$ cat config.mk
export PLATFORM = sky130hd
export DESIGN_NAME = number_to_text_cells_top_flat
export DESIGN_NICKNAME = d
export VERILOG_FILES = /design/src/hdl/ntc_pkg.sv /design/src/hdl/ntc_in_if.sv /design/src/hdl/ntc_out_if.sv /design/src/hdl/number_to_text_cells_top.sv /design/src/flat_wrapper.sv
export SDC_FILE = /design/constraint.sdc
export NUM_CORES = 1
export LEC_CHECK = 0
export BUFFER_PORTS_ARGS = -buffer_cell sky130_fd_sc_hd__buf_2
export CAP_MARGIN = 10
export CORE_MARGIN = 2
export CORE_UTILIZATION = 65
export DETAILED_ROUTE_END_ITERATION = 12
export GPL_TIMING_DRIVEN = 1
export PLACE_DENSITY = 0.89
export SYNTH_ARGS = -nofsm -noshare
export SYNTH_HDL_FRONTEND = slang
export SYNTH_SLANG_ARGS = --single-unit
$ cat constraint.sdc
create_clock -name clk -period 8.4 [get_ports clk]
set_input_delay 0 -clock clk [delete_from_list [all_inputs] [get_ports clk]]
set_output_delay 0 -clock clk [all_outputs]
set_load 0.03 [all_outputs]
$ cat src/hdl/ntc_pkg.sv
// Package for the number-to-text-cells block: field widths, ASCII codes and
// the digit helper functions. Depends on nothing.
`default_nettype none
package ntc_pkg;

  localparam int CELLS     = 8;
  localparam int CNT_W     = $clog2(CELLS);
  localparam int VALUE_W   = 32;
  localparam int ROW_W     = 8;
  localparam int COL_W     = 8;
  localparam int CHAR_W    = 7;
  localparam int NIB_W     = 4;
  localparam int BITS_PER_STAGE = 8;
  localparam int NSTAGES   = VALUE_W / BITS_PER_STAGE;

  localparam logic [CHAR_W-1:0] ASCII_ZERO = 7'h30;
  localparam logic [CHAR_W-1:0] ASCII_A    = 7'h61;

  localparam logic CMD_HEX = 1'b0;
  localparam logic CMD_DEC = 1'b1;

  typedef struct packed {
    logic               cmd;
    logic [ROW_W-1:0]   row;
    logic [COL_W-1:0]   col;
    logic [VALUE_W-1:0] value;
    logic [VALUE_W-1:0] bcd;
  } stage_t;

  // Eight shift-and-add-3 steps of the binary to BCD conversion. Digits only
  // carry upwards, so keeping the low eight digits gives the value modulo 10^8.
  function automatic logic [VALUE_W-1:0] dabble8(input logic [VALUE_W-1:0] bcd_in,
                                                 input logic [BITS_PER_STAGE-1:0] bits);
    logic [VALUE_W-1:0] b;
    b = bcd_in;
    for (int s = 0; s < BITS_PER_STAGE; s++) begin
      for (int d = 0; d < CELLS; d++) begin
        if (b[NIB_W*d +: NIB_W] >= 4'd5) begin
          b[NIB_W*d +: NIB_W] = b[NIB_W*d +: NIB_W] + 4'd3;
        end
      end
      b = {b[VALUE_W-2:0], bits[BITS_PER_STAGE-1-s]};
    end
    return b;
  endfunction

  function automatic logic [CHAR_W-1:0] digit_code(input logic [NIB_W-1:0] d);
    if (d <= 4'd9) begin
      return ASCII_ZERO + CHAR_W'(d);
    end
    return ASCII_A + CHAR_W'(d - 4'd10);
  endfunction

endpackage
`default_nettype wire

$ cat src/hdl/ntc_in_if.sv
// Input channel of the number-to-text-cells block: valid, ready and one
// formatting request. Depends on ntc_pkg.
`default_nettype none
interface ntc_in_if;
  logic                        valid;
  logic                        ready;
  logic                        command;
  logic [ntc_pkg::ROW_W-1:0]   row;
  logic [ntc_pkg::COL_W-1:0]   column;
  logic [ntc_pkg::VALUE_W-1:0] value;

  modport source (output valid, command, row, column, value, input ready);
  modport sink   (input valid, command, row, column, value, output ready);
endinterface
`default_nettype wire

$ cat src/hdl/ntc_out_if.sv
// Output channel of the number-to-text-cells block: valid, ready and one
// character cell write. Depends on ntc_pkg.
`default_nettype none
interface ntc_out_if;
  logic                       valid;
  logic                       ready;
  logic [ntc_pkg::ROW_W-1:0]  cell_row;
  logic [ntc_pkg::COL_W-1:0]  cell_column;
  logic [ntc_pkg::CHAR_W-1:0] char_code;
  logic                       last;

  modport source (output valid, cell_row, cell_column, char_code, last, input ready);
  modport sink   (input valid, cell_row, cell_column, char_code, last, output ready);
endinterface
`default_nettype wire

$ cat src/hdl/number_to_text_cells_top.sv
// The output channel issues one cell per cycle while cells.ready is high, and a new
// item can enter the stages while the serialiser still issues the last one's cells.
// The conversion runs through four register stages of eight BCD steps each,
// followed by a serialiser that issues the eight cells.
// Reset (synchronous, active high) clears every valid bit and the cell counter.
// Depends on ntc_pkg, ntc_in_if and ntc_out_if.
`default_nettype none
module number_to_text_cells_top (
  input  wire logic  clk,
  input  wire logic  rst,
  ntc_in_if.sink     number,
  ntc_out_if.source  cells
);
  import ntc_pkg::*;

  stage_t               st [NSTAGES];
  stage_t               st_in [NSTAGES];
  logic [NSTAGES-1:0]   st_v;
  logic [NSTAGES:0]     adv;

  logic                 ser_valid;
  logic                 ser_cmd;
  logic [ROW_W-1:0]     ser_row;
  logic [COL_W-1:0]     ser_col;
  logic [VALUE_W-1:0]   ser_digits;
  logic [CNT_W-1:0]     cnt;
  logic                 last_cell;
  logic                 ser_load;
  logic [CNT_W-1:0]     nib_idx;

  assign last_cell = (cnt == CNT_W'(CELLS - 1));

  always_comb begin
    adv[NSTAGES] = !ser_valid || (cells.ready && last_cell);
    for (int k = NSTAGES - 1; k >= 0; k--) begin
      adv[k] = !st_v[k] || adv[k+1];
    end
  end

  assign number.ready = adv[0];
  assign ser_load     = adv[NSTAGES] && st_v[NSTAGES-1];

  always_comb begin
    st_in[0].cmd   = number.command;
    st_in[0].row   = number.row;
    st_in[0].col   = number.column;
    st_in[0].value = number.value;
    st_in[0].bcd   = dabble8('0, number.value[VALUE_W-1 -: BITS_PER_STAGE]);
    for (int k = 1; k < NSTAGES; k++) begin
      st_in[k]     = st[k-1];
      st_in[k].bcd = dabble8(st[k-1].bcd,
                             st[k-1].value[VALUE_W-1-BITS_PER_STAGE*k -: BITS_PER_STAGE]);
    end
  end

  always_ff @(posedge clk) begin
    for (int k = 0; k < NSTAGES; k++) begin
      if (adv[k]) begin
        st[k] <= st_in[k];
      end
    end
    if (rst) begin
      st_v <= '0;
    end else begin
      if (adv[0]) begin
        st_v[0] <= number.valid;
      end
      for (int k = 1; k < NSTAGES; k++) begin
        if (adv[k]) begin
          st_v[k] <= st_v[k-1];
        end
      end
    end
  end

  always_ff @(posedge clk) begin
    if (ser_load) begin
      ser_cmd    <= st[NSTAGES-1].cmd;
      ser_row    <= st[NSTAGES-1].row;
      ser_col    <= st[NSTAGES-1].col;
      ser_digits <= (st[NSTAGES-1].cmd == CMD_DEC) ? st[NSTAGES-1].bcd
                                                    : st[NSTAGES-1].value;
    end
    if (rst) begin
      ser_valid <= 1'b0;
      cnt       <= '0;
    end else if (ser_load) begin
      ser_valid <= 1'b1;
      cnt       <= '0;
    end else if (ser_valid && cells.ready) begin
      cnt <= cnt + 1'b1;
      if (last_cell) begin
        ser_valid <= 1'b0;
      end
    end
  end

  assign nib_idx = (ser_cmd == CMD_DEC) ? cnt : CNT_W'(CELLS - 1) - cnt;

  assign cells.valid       = ser_valid;
  assign cells.cell_row    = ser_row;
  assign cells.cell_column = (ser_cmd == CMD_DEC) ?
                             ser_col + COL_W'(CELLS - 1) - COL_W'(cnt) :
                             ser_col + COL_W'(cnt);
  assign cells.char_code   = digit_code(ser_digits[NIB_W*nib_idx +: NIB_W]);
  assign cells.last        = last_cell;

endmodule
`default_nettype wire

$ cat src/flat_wrapper.sv
// flat-port wrapper written by rule: the top's interface ports become plain ports
module number_to_text_cells_top_flat import ntc_pkg::*;
  (clk, rst, number_valid, number_command, number_row, number_column, number_value, number_ready, cells_valid, cells_cell_row, cells_cell_column, cells_char_code, cells_last, cells_ready);
  ntc_in_if number_i ();
  ntc_out_if cells_i ();
  input  wire logic clk;
  input  wire logic rst;
  input wire logic [$bits(number_i.valid)-1:0] number_valid;
  input wire logic [$bits(number_i.command)-1:0] number_command;
  input wire logic [$bits(number_i.row)-1:0] number_row;
  input wire logic [$bits(number_i.column)-1:0] number_column;
  input wire logic [$bits(number_i.value)-1:0] number_value;
  output wire logic [$bits(number_i.ready)-1:0] number_ready;
  output wire logic [$bits(cells_i.valid)-1:0] cells_valid;
  output wire logic [$bits(cells_i.cell_row)-1:0] cells_cell_row;
  output wire logic [$bits(cells_i.cell_column)-1:0] cells_cell_column;
  output wire logic [$bits(cells_i.char_code)-1:0] cells_char_code;
  output wire logic [$bits(cells_i.last)-1:0] cells_last;
  input wire logic [$bits(cells_i.ready)-1:0] cells_ready;
  assign number_i.valid = number_valid;
  assign number_i.command = number_command;
  assign number_i.row = number_row;
  assign number_i.column = number_column;
  assign number_i.value = number_value;
  assign number_ready = number_i.ready;
  assign cells_valid = cells_i.valid;
  assign cells_cell_row = cells_i.cell_row;
  assign cells_cell_column = cells_i.cell_column;
  assign cells_char_code = cells_i.char_code;
  assign cells_last = cells_i.last;
  assign cells_i.ready = cells_ready;
  number_to_text_cells_top u_core (.clk(clk), .rst(rst), .number(number_i), .cells(cells_i));
endmodule
# [Yosys cells after proc, flatten, opt, wreduce, memory -nomap -nowiden]
# Memory sizes are Yosys's and may differ from the RTL's.
# Cells that the tools add are included.
[word_totals] romBits=0 mem_count=1 latch_bits=0 out_inout_bits=26 inputBits=53 reg_bits=57 ramBits=324
[op_classes] n_div=0 bitwise=0 reduce_logical=17 mul=0 n_mux=216 add_sub_neg=207 order_cmp=200 n_eq_ne=1 n_shift=1
[mem_list] memory="u_core.st" depth=4 word_bits=81 rd=4 rd_ports_with_merged_regs=0 write_ports=4 line_no="number_to_text_cells_top.sv:16" text="stage_t st [NSTAGES];"
[op_table] op="$ge A4 B3 Y1 const B" n=197
[op_table] op="$mux W4" n=175
[op_table] op="$add A4 B2 Y4 const B" n=173
[op_table] op="$mux W3" n=25
[op_table] op="$add A3 B2 Y3 const B" n=24
[op_table] op="$mux W32" n=1
[op_table] op="$shiftx A32 B6 Y4" n=1
[op_table] op="$mux W7" n=2
[op_table] op="$mux W1" n=12
[op_table] op="$add A3 B2 Y4 const B" n=2
[op_table] op="$add A8 B3 Y8" n=1
[op_table] op="$add A8 B3 Y8 const B" n=1
[op_table] op="$mux W8" n=1
[op_table] op="$sub A8 B3 Y8" n=1
[op_table] op="$add A6 B4 Y7 const A" n=1
[op_table] op="$add A7 B7 Y7 const A" n=1
[op_table] op="$ge A3 B3 Y1 const B" n=2
[op_table] op="$logic_not A1 Y1" n=5
[op_table] op="$logic_or A1 B1 Y1" n=5
[op_table] op="$sub A4 B4 Y5 const B" n=1
[op_table] op="$le A4 B4 Y1 const B" n=1
[op_table] op="$reduce_bool A2 Y1" n=2
[op_table] op="$add A3 B1 Y3 const B" n=1
[op_table] op="$eq A3 B3 Y1 const B" n=1
[op_table] op="other kinds (4)" n=6

# [Depth between registers and ports, before layout]
# An unclocked memory read counts as a cell.
[logic_depth] ltp_word=17 ltp_mapped=37

# [Worst setup path after synthesis]
# OpenSTA, ideal clock, no wires.
[synth_path] kind="register to register" from="memory u_core.st[1][12] (netlist name)" to="memory u_core.st[2][26] (netlist name) (data pin)" setup_ps=271 period_less_slack_ps=6677 stages_incl_launch_ff=34 t_arrival_ps=6405 setup_slack_ps=1723 n_path_buf=1 t_required_ps=8129 path_cell_list="edfxtp_1 inv_1 ha_1 nor2b_1 or3_1 o211ai_1 nand2_1 xnor2_1 nand2b_1 ha_1 a21oi_1 nand2_1 a221oi_1 or2_2 inv_1 ha_1 o21ai_0 a2111oi_0 nor4_1 ha_1 inv_1 nand2_1 a31oi_1 mux2i_1 inv_1 ha_1 inv_1 or2_2 o211ai_1 clkbuf_1 o21ai_1 xor2_1 a21boi_0 o22ai_1"
[synth_lines] element="start, declared" line_no="number_to_text_cells_top.sv:16"

==> impl_metrics.yaml <==
outcome:
  status: "complete, no violations"
critical_path:
  rrSetupSlack_ns: 0.68
  cp.required_ns: 8.69
  cp-end-kind: "flip-flop"
  r2r_cells: 30
  critPathArrivalTime_ns: 8.01
  worstSetupPathType: "reg -> reg"
  worstSetupStartpointType: "flip-flop"
  cp_max_fo: 18
  timing.rr.end: "u_core.st[2][14]"
  slowest_stage: "edfxtp_1"
  cp_common_cell: "ha_1"
  critPathMaxStageDelay_ns: 0.61
  r2r-start: "u_core.st[1][48]"
synth:
  synth_seq_cells: 343
  synth-edff-count: 335
  synth_nets: 3566
  postSynthCellCount: 3360
  synth-seq-area-share_pct: 33.9
  synthesis.area_um2: 30200
  yosys.cell_types.count: 131
  async_flop_share_pct: 0
  synthFlopType: "edfxtp_1"
  yosys_warnings: 0
  synth_area_per_cell_um2: 8.98
die:
  rows: 78
  die-area_um2: 48200
  core_area_um2: 45600
  start_util_pct: 66.2
  die_height_um: 219
  die_w_um: 219
  io_pins: 79
final_layout:
  final_common_cell: "edfxtp_1"
  fin_nets: 3632
  drive_gt1_share_pct: 11.0
  diodes: 0
  fill_cells: 3017
  final_cell_mix: "edfxtp_1 (335), nand2_1 (280), nor2_1 (261), o21ai_0 (199), a21oi_1 (194)"
  area_growth_pct: 8.41
sta:
  hold_violations: 0
  worst_pin_slew_ns: 1.25
  skew_ns: 0.0274
  fin_crit_sh_pct: 91.9
  post-route-min-period_ns: 7.72
  max_freq_mhz: 130
  tns_ns: 0
  rsz0062_at_grt: "false"
  maxSlewViolCount: 0
  max_slew_margin_pct: 15.8
  finalSetupViolations: 0
route:
  via_per_inst: 6.79
  drc: 0
  vias: 27534
  dr.max_layer_used: "met4"
  wl_met2_um: 38700
  wl_met1_um: 29900
  antenna_left: 0
  wl_per_cell_um: 19.2
  wirelength_um: 77800
  wl_met3_um: 5660
  drt_iter0_drc: 2675
  first_pass_iters: 6
clock_network:
  post-cts-setup-buffers: 0
  clk_latency_ns: 0.56
  cts_buffers: 35
  clock-sinks: 343
  cts_max_level: 2
  path_clk_slew_ns: 0.07
  cts_root_buf: "clkbuf_16"
  cts_tree: "done"
  cts.path.max_buffers: 3
flow_run:
  drv_cap: 0
grt:
  antenna_found_initial: 0
  grt_pass1_vias: 26055
  grt_overflow: 0
  grt_pass1_wl_um: 125000
  grt_usage_pct: 31.2
  grt_start_max_net_pins: 80
hold_path:
  hold_end: "u_core.st[0][35]"
  hold_depth: 2
  worstHoldPathType: "in -> reg"
  min_from: "number_value[3]"
placed_design:
  globalplace.congestion: 0.925
  dp_hpwl_um: 51600
  io_buffers: 78
cells by family after synthesis:
logic type	synth area share, %
DFF	33.9
adders and majority gates	6.59
AOI/OAI and AO/OA	26.9
and+or+nand+nor	18.1
muxes	6.88
buffers and inverters	4.09
xor gates and xnor gates	3.56
through the flow:
stage          area, um2  instances  setup slack [ns]  hold WS, ns  utilization [%]
2_1_floorplan      30200       3360              1.72       0.0691                -
3_3_place_gp       30900       3935             0.926        0.176             67.9
3_5_place_dp       30900       3935             0.552        0.178             67.9
4_1_cts            32700       4051             0.525        0.151             71.7
5_1_grt            32700       4053            0.0861        0.164             71.8
6_report           32700       4053             0.679        0.165             71.8
timing repair:
action,in CTS,in global routing
endpoints found under the hold margin,59,0
endpoints found under the setup margin,0,14
hold buffers,52,0
resized for setup,0,5
flip-flops by register name, indices dropped and copies added, names as in the netlist:
register	cells
u_core.cells.valid	1
u_core.st	286
u_core.cnt	3
u_core.ser_digits	32
u_core.st_v	4
u_core.ser_cmd	1
u_core.cells.cell_row	8
u_core.ser_col	8
layer usage:
layer | GRT usage, % | vias up
met4 | 13.8 | 0
met5 | 0 | -
met1 | 37.1 | 12909
met3 | 3.69 | 298
li1 | - | 12949
met2 | 56.5 | 1378
worst max-delay path: cells and delay by family (launching register included):
family          cells  cell delay, ns
flops               1            0.61
fa+ha+maj           5            1.17
buf+inv             6            0.78
compound gates      9            2.63
simple gates        9            1.92
xor+xnor            1            0.35
synth_stat cells, types with 78 or more instances:
cell | instances | area (um2)
a211oi_1 | 81 | 608
nand3_1 | 78 | 390
a21oi_1 | 194 | 971
ha_1 | 151 | 1890
nor3_1 | 105 | 526
clkbuf_1 | 82 | 308
edfxtp_1 | 335 | 10100
o21ai_0 | 199 | 996
nand2_1 | 281 | 1050
inv_1 | 194 | 728
mux2i_1 | 92 | 921
nor2_1 | 261 | 980
xnor2_1 | 79 | 692
area by class of cell:
cell class              count  area (um2)  area share [%]
flip-flops and latches    343       10200            31.2
clock buffers              41         928            2.84
repair buffers            139         976            2.98
well taps                 600         751            2.30
inverters                 206         776            2.37
clock inverters            23         285           0.872
multi-input cells        2701       18800            57.4
how the worst max path moves through the flow:
| stage | to | slack, ns | start |
|---|---|---|---|
| after floorplan | u_core.st[2][26] | 1.72 | u_core.st[1][12] |
| after global placement | u_core.st[1][11] | 0.93 | u_core.st[0][56] |
| after detailed placement | u_core.st[1][11] | 0.55 | u_core.st[0][56] |
| after CTS | u_core.st[1][11] | 0.52 | u_core.st[0][56] |
| after global routing | u_core.st[2][14] | 0.09 | u_core.st[1][48] |
| final | u_core.st[2][14] | 0.68 | u_core.st[1][48] |
Power is not shown: default switching activity piles up to over one toggle a cycle in this logic, so the estimate is an artifact.
